File: src/sv/scr_pkg.sv
`timescale 1ns / 1ps
package scr_pkg;

	localparam int RING_DEPTH = 64;
	localparam int IDX_W      = $clog2(RING_DEPTH);
	localparam int TAG_W      = 16;
	localparam int RES_W      = 32;
	localparam int CMD_W      = 8;
	localparam int VAL_W      = 64;
	localparam int CFG_IDX_W  = 1;
	localparam int CFG_W      = 64;

	typedef logic [IDX_W-1:0] idx_t;

	localparam logic [CMD_W-1:0] CMD_FACTORIAL = 8'h01;
	localparam logic [CMD_W-1:0] CMD_DMA_TEST  = 8'h02;

	localparam logic [CFG_IDX_W-1:0] CFG_NOTIFY_EN = 1'd0;
	localparam logic [CFG_IDX_W-1:0] CFG_DMA_ADDR  = 1'd1;

	typedef enum logic [1:0] {
		OP_SUBMIT = 2'd0,
		OP_IRQ    = 2'd1,
		OP_POLL   = 2'd2,
		OP_RESET  = 2'd3
	} opcode_t;

	typedef enum logic [2:0] {
		STS_OK           = 3'd0,
		STS_FULL         = 3'd1,
		STS_BAD_CMD      = 3'd2,
		STS_EMPTY        = 3'd3,
		STS_NOT_RAISED   = 3'd4,
		STS_NONE_PENDING = 3'd5
	} status_t;

	typedef enum logic [1:0] {
		KICK_NONE = 2'd0,
		KICK_FACT = 2'd1,
		KICK_DMA  = 2'd2
	} kick_t;

	typedef enum logic [1:0] {
		FSM_IDLE,
		FSM_IRQ,
		FSM_POLL
	} fsm_t;

	typedef struct packed {
		logic set;
		idx_t set_idx;
		logic set_fact;
		logic clr;
		idx_t clr_idx;
		logic clr_all;
	} slot_ctl_t;

	typedef struct packed {
		logic any;
		idx_t idx;
		logic fact;
	} slot_hit_t;

	function automatic idx_t wrap_next(input idx_t i);
		return (i == idx_t'(RING_DEPTH - 1)) ? '0 : i + idx_t'(1);
	endfunction

endpackage

File: src/sv/scr_if.sv
`timescale 1ns / 1ps
interface scr_req_if;
	logic        valid;
	logic        ready;
	logic [1:0]  opcode;
	logic [15:0] cmd_tag;
	logic [7:0]  command;
	logic [31:0] cmd_operand;
	logic        irq_raised;
	logic [31:0] device_result;

	modport source (
		output valid, opcode, cmd_tag, command, cmd_operand, irq_raised, device_result,
		input  ready
	);
	modport sink (
		input  valid, opcode, cmd_tag, command, cmd_operand, irq_raised, device_result,
		output ready
	);
endinterface

interface scr_rsp_if;
	logic        valid;
	logic        ready;
	logic [2:0]  status;
	logic [15:0] done_tag;
	logic [31:0] done_result;
	logic        posted;
	logic        notify;
	logic [1:0]  kick;
	logic [63:0] kick_value;

	modport source (
		output valid, status, done_tag, done_result, posted, notify, kick, kick_value,
		input  ready
	);
	modport sink (
		input  valid, status, done_tag, done_result, posted, notify, kick, kick_value,
		output ready
	);
endinterface

File: src/sv/scr_slot_track.sv
`timescale 1ns / 1ps
module scr_slot_track (
	input  logic                 clk,
	input  logic                 arst_n,
	input  scr_pkg::slot_ctl_t   ctl,
	output scr_pkg::slot_hit_t   hit
);

	logic [scr_pkg::RING_DEPTH-1:0] inflight_q;
	logic [scr_pkg::RING_DEPTH-1:0] fact_q;
	logic [scr_pkg::RING_DEPTH-1:0] lowest;
	scr_pkg::idx_t                  idx;

	always_ff @(posedge clk or negedge arst_n) begin
		if (!arst_n) begin
			inflight_q <= '0;
			fact_q     <= '0;
		end else if (ctl.clr_all) begin
			inflight_q <= '0;
			fact_q     <= '0;
		end else begin
			if (ctl.set) begin
				inflight_q[ctl.set_idx] <= 1'b1;
				fact_q[ctl.set_idx]     <= ctl.set_fact;
			end
			if (ctl.clr) begin
				inflight_q[ctl.clr_idx] <= 1'b0;
				fact_q[ctl.clr_idx]     <= 1'b0;
			end
		end
	end

	// isolate lowest in-flight slot, then encode
	always_comb begin
		lowest = inflight_q & (~inflight_q + 1'b1);
		idx    = '0;
		for (int i = 0; i < scr_pkg::RING_DEPTH; i++) begin
			if (lowest[i])
				idx = idx | scr_pkg::idx_t'(i);
		end
	end

	assign hit.any  = |inflight_q;
	assign hit.idx  = idx;
	assign hit.fact = |(lowest & fact_q);

endmodule

File: src/sv/submission_completion_ring_top.sv
`timescale 1ns / 1ps
// Channel | Role   | Transaction
// --------+--------+-------------------------------------------------------------
// req     | sink   | opcode, cmd_tag, command, cmd_operand, irq_raised, device_result
// rsp     | source | status, done_tag, done_result, posted, notify, kick, kick_value
// cfg     | write  | cfg_we, cfg_index, cfg_wdata (no handshake)
//
// Submit, reset and every refused operation load the response from idle; an interrupt
// that posts and a poll that dequeues register a tag or completion memory read, then
// form the result in the IRQ or POLL state. One transaction in flight at a time.
// Async reset clears pointers, in-flight marks and config; memories are not cleared.
// req is taken in the idle state while the response register is empty or being drained.
module submission_completion_ring_top (
	input  logic                            clk,
	input  logic                            arst_n,
	scr_req_if.sink                         req,
	scr_rsp_if.source                       rsp,
	input  logic                            cfg_we,
	input  logic [scr_pkg::CFG_IDX_W-1:0]   cfg_index,
	input  logic [scr_pkg::CFG_W-1:0]       cfg_wdata
);

	localparam int CMPL_W = scr_pkg::TAG_W + scr_pkg::RES_W;

	scr_pkg::fsm_t       state_q, state_d;
	scr_pkg::idx_t       sub_tail_q, sub_tail_d;
	scr_pkg::idx_t       cmpl_tail_q, cmpl_tail_d;
	scr_pkg::idx_t       cmpl_head_q, cmpl_head_d;
	logic                notify_en_q;
	logic [scr_pkg::VAL_W-1:0] dma_addr_q;

	scr_pkg::slot_ctl_t  slot_ctl;
	scr_pkg::slot_hit_t  hit;

	logic [scr_pkg::TAG_W-1:0] tags_mem [scr_pkg::RING_DEPTH];
	logic [CMPL_W-1:0]         cmpl_mem [scr_pkg::RING_DEPTH];
	logic [scr_pkg::TAG_W-1:0] tag_rd_s1;
	logic [CMPL_W-1:0]         cmpl_rd_s1;
	logic                      tags_we;
	logic                      cmpl_we;
	logic                      cmpl_re;
	logic [CMPL_W-1:0]         cmpl_wdata;

	scr_pkg::idx_t             irq_idx_q;
	logic                      irq_fact_q;
	logic [scr_pkg::RES_W-1:0] dev_res_q;
	logic                      irq_ld;

	logic                      accept;
	logic                      out_load;
	logic                      rsp_valid_q;

	scr_pkg::status_t          o_status, status_q;
	logic [scr_pkg::TAG_W-1:0] o_done_tag, done_tag_q;
	logic [scr_pkg::RES_W-1:0] o_done_result, done_result_q;
	logic                      o_posted, posted_q;
	logic                      o_notify, notify_q;
	scr_pkg::kick_t            o_kick, kick_q;
	logic [scr_pkg::VAL_W-1:0] o_kick_value, kick_value_q;

	scr_slot_track u_slot (
		.clk    (clk),
		.arst_n (arst_n),
		.ctl    (slot_ctl),
		.hit    (hit)
	);

	assign req.ready = (state_q == scr_pkg::FSM_IDLE) && (!rsp_valid_q || rsp.ready);
	assign accept    = req.valid && req.ready;

	assign cmpl_wdata = {tag_rd_s1, irq_fact_q ? dev_res_q : {scr_pkg::RES_W{1'b0}}};

	always_comb begin
		state_d       = state_q;
		sub_tail_d    = sub_tail_q;
		cmpl_tail_d   = cmpl_tail_q;
		cmpl_head_d   = cmpl_head_q;
		slot_ctl      = '0;
		tags_we       = 1'b0;
		cmpl_we       = 1'b0;
		cmpl_re       = 1'b0;
		irq_ld        = 1'b0;
		out_load      = 1'b0;
		o_status      = scr_pkg::STS_OK;
		o_done_tag    = '0;
		o_done_result = '0;
		o_posted      = 1'b0;
		o_notify      = 1'b0;
		o_kick        = scr_pkg::KICK_NONE;
		o_kick_value  = '0;
		case (state_q)
			scr_pkg::FSM_IDLE: begin
				if (accept) begin
					case (scr_pkg::opcode_t'(req.opcode))
						scr_pkg::OP_SUBMIT: begin
							out_load = 1'b1;
							if (scr_pkg::wrap_next(sub_tail_q) == cmpl_head_q) begin
								o_status = scr_pkg::STS_FULL;
							end else begin
								tags_we    = 1'b1;
								sub_tail_d = scr_pkg::wrap_next(sub_tail_q);
								if (req.command != '0) begin
									slot_ctl.set      = 1'b1;
									slot_ctl.set_idx  = sub_tail_q;
									slot_ctl.set_fact = (req.command == scr_pkg::CMD_FACTORIAL);
								end else begin
									slot_ctl.clr     = 1'b1;
									slot_ctl.clr_idx = sub_tail_q;
								end
								if (req.command == scr_pkg::CMD_FACTORIAL) begin
									o_kick       = scr_pkg::KICK_FACT;
									o_kick_value = {{(scr_pkg::VAL_W - scr_pkg::RES_W){1'b0}},
										req.cmd_operand};
								end else if (req.command == scr_pkg::CMD_DMA_TEST) begin
									o_kick       = scr_pkg::KICK_DMA;
									o_kick_value = dma_addr_q;
								end else begin
									o_status = scr_pkg::STS_BAD_CMD;
								end
							end
						end
						scr_pkg::OP_IRQ: begin
							if (!req.irq_raised) begin
								out_load = 1'b1;
								o_status = scr_pkg::STS_NOT_RAISED;
							end else if (!hit.any) begin
								out_load = 1'b1;
								o_status = scr_pkg::STS_NONE_PENDING;
							end else begin
								irq_ld  = 1'b1;
								state_d = scr_pkg::FSM_IRQ;
							end
						end
						scr_pkg::OP_POLL: begin
							if (cmpl_head_q == cmpl_tail_q) begin
								out_load = 1'b1;
								o_status = scr_pkg::STS_EMPTY;
							end else begin
								cmpl_re = 1'b1;
								state_d = scr_pkg::FSM_POLL;
							end
						end
						scr_pkg::OP_RESET: begin
							out_load         = 1'b1;
							slot_ctl.clr_all = 1'b1;
							sub_tail_d       = '0;
							cmpl_tail_d      = '0;
							cmpl_head_d      = '0;
						end
						default: begin
							out_load = 1'b1;
						end
					endcase
				end
			end
			scr_pkg::FSM_IRQ: begin
				cmpl_we          = 1'b1;
				cmpl_tail_d      = scr_pkg::wrap_next(cmpl_tail_q);
				slot_ctl.clr     = 1'b1;
				slot_ctl.clr_idx = irq_idx_q;
				out_load         = 1'b1;
				o_posted         = 1'b1;
				o_notify         = notify_en_q;
				state_d          = scr_pkg::FSM_IDLE;
			end
			scr_pkg::FSM_POLL: begin
				out_load      = 1'b1;
				o_done_tag    = cmpl_rd_s1[CMPL_W-1:scr_pkg::RES_W];
				o_done_result = cmpl_rd_s1[scr_pkg::RES_W-1:0];
				cmpl_head_d   = scr_pkg::wrap_next(cmpl_head_q);
				state_d       = scr_pkg::FSM_IDLE;
			end
			default: begin
				state_d = scr_pkg::FSM_IDLE;
			end
		endcase
	end

	always_ff @(posedge clk or negedge arst_n) begin
		if (!arst_n) begin
			state_q     <= scr_pkg::FSM_IDLE;
			sub_tail_q  <= '0;
			cmpl_tail_q <= '0;
			cmpl_head_q <= '0;
			rsp_valid_q <= 1'b0;
			notify_en_q <= 1'b0;
			dma_addr_q  <= '0;
		end else begin
			state_q     <= state_d;
			sub_tail_q  <= sub_tail_d;
			cmpl_tail_q <= cmpl_tail_d;
			cmpl_head_q <= cmpl_head_d;
			if (out_load)
				rsp_valid_q <= 1'b1;
			else if (rsp.ready)
				rsp_valid_q <= 1'b0;
			if (cfg_we) begin
				case (cfg_index)
					scr_pkg::CFG_NOTIFY_EN: notify_en_q <= cfg_wdata[0];
					scr_pkg::CFG_DMA_ADDR:  dma_addr_q  <= cfg_wdata;
					default: ;
				endcase
			end
		end
	end

	always_ff @(posedge clk) begin
		if (out_load) begin
			status_q      <= o_status;
			done_tag_q    <= o_done_tag;
			done_result_q <= o_done_result;
			posted_q      <= o_posted;
			notify_q      <= o_notify;
			kick_q        <= o_kick;
			kick_value_q  <= o_kick_value;
		end
		if (irq_ld) begin
			irq_idx_q  <= hit.idx;
			irq_fact_q <= hit.fact;
			dev_res_q  <= req.device_result;
		end
	end

	always_ff @(posedge clk) begin
		if (tags_we)
			tags_mem[sub_tail_q] <= req.cmd_tag;
		if (irq_ld)
			tag_rd_s1 <= tags_mem[hit.idx];
	end

	always_ff @(posedge clk) begin
		if (cmpl_we)
			cmpl_mem[cmpl_tail_q] <= cmpl_wdata;
		if (cmpl_re)
			cmpl_rd_s1 <= cmpl_mem[cmpl_head_q];
	end

	assign rsp.valid       = rsp_valid_q;
	assign rsp.status      = status_q;
	assign rsp.done_tag    = done_tag_q;
	assign rsp.done_result = done_result_q;
	assign rsp.posted      = posted_q;
	assign rsp.notify      = notify_q;
	assign rsp.kick        = kick_q;
	assign rsp.kick_value  = kick_value_q;

endmodule
File: src/flat_wrapper.sv
// flat-port wrapper written by rule: the top's interface ports become plain ports
module submission_completion_ring_top_flat 
  (clk, arst_n, cfg_we, cfg_index, cfg_wdata, req_valid, req_opcode, req_cmd_tag, req_command, req_cmd_operand, req_irq_raised, req_device_result, req_ready, rsp_valid, rsp_status, rsp_done_tag, rsp_done_result, rsp_posted, rsp_notify, rsp_kick, rsp_kick_value, rsp_ready);
  scr_req_if req_i ();
  scr_rsp_if rsp_i ();
  input  logic clk;
  input  logic arst_n;
  input  logic cfg_we;
  input  logic [scr_pkg::CFG_IDX_W-1:0] cfg_index;
  input  logic [scr_pkg::CFG_W-1:0] cfg_wdata;
  input wire logic [$bits(req_i.valid)-1:0] req_valid;
  input wire logic [$bits(req_i.opcode)-1:0] req_opcode;
  input wire logic [$bits(req_i.cmd_tag)-1:0] req_cmd_tag;
  input wire logic [$bits(req_i.command)-1:0] req_command;
  input wire logic [$bits(req_i.cmd_operand)-1:0] req_cmd_operand;
  input wire logic [$bits(req_i.irq_raised)-1:0] req_irq_raised;
  input wire logic [$bits(req_i.device_result)-1:0] req_device_result;
  output wire logic [$bits(req_i.ready)-1:0] req_ready;
  output wire logic [$bits(rsp_i.valid)-1:0] rsp_valid;
  output wire logic [$bits(rsp_i.status)-1:0] rsp_status;
  output wire logic [$bits(rsp_i.done_tag)-1:0] rsp_done_tag;
  output wire logic [$bits(rsp_i.done_result)-1:0] rsp_done_result;
  output wire logic [$bits(rsp_i.posted)-1:0] rsp_posted;
  output wire logic [$bits(rsp_i.notify)-1:0] rsp_notify;
  output wire logic [$bits(rsp_i.kick)-1:0] rsp_kick;
  output wire logic [$bits(rsp_i.kick_value)-1:0] rsp_kick_value;
  input wire logic [$bits(rsp_i.ready)-1:0] rsp_ready;
  assign req_i.valid = req_valid;
  assign req_i.opcode = req_opcode;
  assign req_i.cmd_tag = req_cmd_tag;
  assign req_i.command = req_command;
  assign req_i.cmd_operand = req_cmd_operand;
  assign req_i.irq_raised = req_irq_raised;
  assign req_i.device_result = req_device_result;
  assign req_ready = req_i.ready;
  assign rsp_valid = rsp_i.valid;
  assign rsp_status = rsp_i.status;
  assign rsp_done_tag = rsp_i.done_tag;
  assign rsp_done_result = rsp_i.done_result;
  assign rsp_posted = rsp_i.posted;
  assign rsp_notify = rsp_i.notify;
  assign rsp_kick = rsp_i.kick;
  assign rsp_kick_value = rsp_i.kick_value;
  assign rsp_i.ready = rsp_ready;
  submission_completion_ring_top u_core (.clk(clk), .arst_n(arst_n), .req(req_i), .rsp(rsp_i), .cfg_we(cfg_we), .cfg_index(cfg_index), .cfg_wdata(cfg_wdata));
endmodule
File: config.mk
export PLATFORM = sky130hd
export DESIGN_NAME = submission_completion_ring_top_flat
export DESIGN_NICKNAME = d
export VERILOG_FILES = /design/src/sv/scr_pkg.sv /design/src/sv/scr_if.sv /design/src/sv/scr_slot_track.sv /design/src/sv/submission_completion_ring_top.sv /design/src/flat_wrapper.sv
export SDC_FILE = /design/constraint.sdc
export NUM_CORES = 2
export LEC_CHECK = 0
export BUFFER_PORTS_ARGS = -buffer_cell sky130_fd_sc_hd__buf_4
export CAP_MARGIN = 20
export CORE_MARGIN = 3
export CORE_UTILIZATION = 40
export DETAILED_ROUTE_END_ITERATION = 10
export GPL_TIMING_DRIVEN = 0
export PLACE_DENSITY = 0.57
export SYNTH_ARGS = -nofsm -noshare
export SYNTH_HDL_FRONTEND = slang
export SYNTH_SLANG_ARGS = --single-unit
File: constraint.sdc
create_clock -name clk -period 8.1 [get_ports clk]
set_input_delay 0.81 -clock clk [delete_from_list [all_inputs] [get_ports clk]]
set_output_delay 0.81 -clock clk [all_outputs]
set_load 0.1 [all_outputs]
==> results.sh <==
export IMPL_cp_end_kind="flop"
export IMPL_maxSlewHeadroom=0.142
export IMPL_gr_total_overflow=0
export IMPL_drc=0
export IMPL_finalNetCount=10200
export IMPL_grt_pass1_vias=97200
export IMPL_drt_iter0_drc=14700
export IMPL_clk_latency_ns=1.04
export IMPL_synth_cells=8938
export IMPL_hold_path_class="in -> reg"
export IMPL_rsz0062_at_grt="no"
export IMPL_post_synth_cell_area_avg_um2=19.8
export IMPL_setup_tns_final_ns=0
export IMPL_async_reset_ff_frac=0.0472
export IMPL_required_ns=8.68
export IMPL_postCtsSetupRepairBufs=0
export IMPL_synth_edf_count=4318
export IMPL_routabilityCongestion=0.935
export IMPL_area_growth_pct=18.0
export IMPL_core_um2=439000
export IMPL_ys_flop_type="edfxtp_1"
export IMPL_drt_total_wl_um=590000
export IMPL_drive_above_1_share=0.261
export IMPL_start_kind="flop"
export IMPL_grt_pass1_wl_um=802000
export IMPL_io_pins=282
export IMPL_fp_dieH_um=671
export IMPL_grt_max_degree=111
export IMPL_antenna_left=0
export IMPL_finalSetupViolations=0
export IMPL_synth_top_family_by_area="multiplexers"
export IMPL_die_x_um=671
export IMPL_crit_type="reg -> reg"
export IMPL_finalPower_uw=74300
export IMPL_first_pass_iters=7
export IMPL_path_max_fanout=10
export IMPL_arrival_ns=7.89
export IMPL_syn_nets=9112
export IMPL_avgViaCountPerCell=6.05
export IMPL_p_leak_uw=0.0667
export IMPL_slew_viol_final=0
export IMPL_finalClockSkew_ns=0.113
export IMPL_fp_row_count=243
export IMPL_yosysSeqAreaShare=0.763
export IMPL_die_area_um2=450000
export IMPL_via_count=98900
export IMPL_tightest_slew_ns=1.29
export IMPL_maxClockFrequency_mhz=137
export IMPL_ys_types=94
export IMPL_clock_root_buffer="clkbuf_16"
export IMPL_timing_hold_ws_ns=0.100
export IMPL_synth_xor_area_frac=0.000742
export IMPL_grtUsageTotal=0.257
export IMPL_cts_buffers=461
export IMPL_ys_warn_count=0
export IMPL_cts_sinks=4532
export IMPL_peakVddDrop_v=0.000457
export IMPL_hold_viol_final=0
export IMPL_pwr_density_cell_nw_per_um2=356
export IMPL_synthMuxAreaShare=0.143
export IMPL_cts_max_level=5
export IMPL_grt_antenna_before_repair=60
export IMPL_wl_per_cell_um=36.1
export IMPL_initial_core_util=0.403
export IMPL_finalCriticalPeriod_ns=7.32
export IMPL_io_buffers=281
export IMPL_ys_seq_elements=4532
export IMPL_dp_final_hpwl_um=416000
export IMPL_clockBufferDepth=4
export IMPL_run_status="finished clean"
export IMPL_cts_tree="yes"
export IMPL_maxCapViolations=0
export IMPL_yosys_area_share_adder=0.000919
export IMPL_synth_simple_area_share=0.0421
export IMPL_clk_pin_slew_ns=0.06
export IMPL_synthesis_area_um2=177000
export IMPL_synth_compound_area_frac=0.0367
export IMPL_min_period_over_period=0.903
## what timing repair did
| item | in CTS | in global routing |
|---|---|---|
| gates resized for setup | 0 | 0 |
| hold buffers | 33 | 0 |
| hold endpoints to repair | 136 | 0 |
## critical path, cell delays in order (launching register included)
cell	delay (ns)
dfrtp_1	0.57
nor4_1	0.18
buf_2	0.19
and2_1	0.21
and3_1	0.20
buf_4	0.18
a222oi_1	1.04
o2111a_2	0.61
and3_4	0.24
buf_6	0.15
buf_6	0.15
buf_2	0.38
buf_2	0.66
mux2i_1	0.51
o22ai_1	0.15
o21ai_0	0.69
nand3_1	0.13
or3_1	0.67
## registers in the layout, indices dropped and copies added (netlist names), 2 cells and up
name / count
u_core.rsp.status: 3
u_core.rsp.kick_value: 64
u_core.rsp.done_result: 32
u_core.dma_addr_q: 64
u_core.rsp.kick: 2
u_core.irq_idx_q: 6
u_core.tag_rd_s1: 16
u_core.cmpl_rd_s1: 48
u_core.rsp.done_tag: 16
u_core.state_q: 2
u_core.cmpl_mem: 3072
u_core.sub_tail_q: 6
u_core.cmpl_head_q: 6
u_core.tags_mem: 1024
u_core.u_slot.fact_q: 64
u_core.u_slot.inflight_q: 64
u_core.cmpl_tail_q: 6
u_core.dev_res_q: 32
## power by group
part	internal, µW	switching [µW]
logic	7750	18900
clock network	11600	9070
registers	26600	353
total	46000	28300
## placed cells by master, fill, tap and decap left out, drive strengths merged, types with 13 or more instances in the layout
cell type and n:
nor2 340, clkinv 213, a31oi 20, a22o 54
nor4 51, dfrtp 214, and3 17, clkinvlp 17
or4 18, buf 852, diode 28, mux2 67
a221oi 57, and2 127, inv 44, or3 22
bufinv 33, a211oi 39, a32oi 17, mux4 1008
nand4 43, nand2 602, a21oi 391, ha 13
a2111oi 17, nand3 140, edfxtp 4318, a21boi 30
clkbuf 851, nand2b 26, nor3 108, a22oi 65
mux2i 190, dlygate4sd3 33, o22ai 51, o21ai 172
## Yosys cell counts (all sizes together), types with 18 or more instances
library cell / instances / share of area
o21ai: 172 / 0.0049
nor3: 108 / 0.0032
edfxtp: 4318 / 0.73
a31oi: 20 / 0.00071
o22ai: 51 / 0.0018
nor2: 340 / 0.0072
or4: 18 / 0.00083
a21oi: 391 / 0.011
clkbuf: 274 / 0.0058
mux2i: 190 / 0.011
a211oi: 39 / 0.0017
nand4: 43 / 0.0017
inv: 28 / 0.00059
a22o: 54 / 0.0027
nand2b: 26 / 0.00092
a21boi: 30 / 0.0013
or3: 22 / 0.00078
and2: 127 / 0.0045
nand3: 140 / 0.0041
nor4: 51 / 0.0022
mux2: 67 / 0.0043
mux4: 1008 / 0.13
a221oi: 57 / 0.0029
a22oi: 65 / 0.0028
buf: 229 / 0.0067
nand2: 602 / 0.013
dfrtp: 214 / 0.030
## path summary, 6_finish.rpt
path                                         startpoint               endpoint  cells past startpoint  slack (ns)
setup / recovery           u_core.u_slot.inflight_q[25]   u_core.tag_rd_s1[11]                     17        0.78
hold / removal                            cfg_wdata[58]  u_core.dma_addr_q[58]                      2        0.10
hold reg to reg                   u_core.dma_addr_q[43]  u_core.dma_addr_q[43]                      1        0.49
min in group asynchronous                        arst_n  u_core.dma_addr_q[24]                      2        0.56
setup reg to reg           u_core.u_slot.inflight_q[25]   u_core.tag_rd_s1[11]                     17        0.78
max in group asynchronous                        arst_n  u_core.dma_addr_q[34]                      3        6.42
## cell families (layout without fill, tap and decap cells)
| logic type | after synthesis | in the layout |
|---|---|---|
| XOR/XNOR | 15 | 15 |
| AND/OR/NAND/NOR | 1562 | 1562 |
| AO/OA/AOI/OAI | 1018 | 1018 |
| other | 0 | 28 |
| multiplexers | 1265 | 1265 |
| flip-flops | 4532 | 4532 |
| adder cells (fa/ha/maj) | 13 | 13 |
| buffers and inverters | 533 | 2043 |
## metrics by stage
stage	instances	worst slack, ns	area [µm²]	util
finish	16400	0.783	209000	0.475
global placement	15100	-3.09	186000	0.424
CTS	16300	1.14	208000	0.474
detailed placement	15400	1.12	193000	0.440
floorplan	8938	1.86	177000	-
global route	16300	0.958	209000	0.475
## layer usage
metal  up-vias  GRT usage  part of all wire
met4        20     0.0984             0.045
li1      39100          -                 -
met3      1183     0.0599              0.11
met1     52600      0.354              0.39
met5         -          0           0.00026
met2      6066      0.397              0.46
## final cells by class
| class | count | area [µm²] |
|---|---|---|
| fillers | 36100 | 230000 |
| flip-flops and latches | 4532 | 135000 |
| multi-input cells | 3873 | 40600 |
| clock buffers | 574 | 12100 |
| repair buffers | 659 | 8940 |
| well taps | 5880 | 7360 |
| clock inverters | 277 | 2370 |
| plain buffers | 503 | 2260 |
| inverters | 30 | 115 |
| diodes | 28 | 70.1 |
No activity file was read; power rests on OpenSTA's default activity.
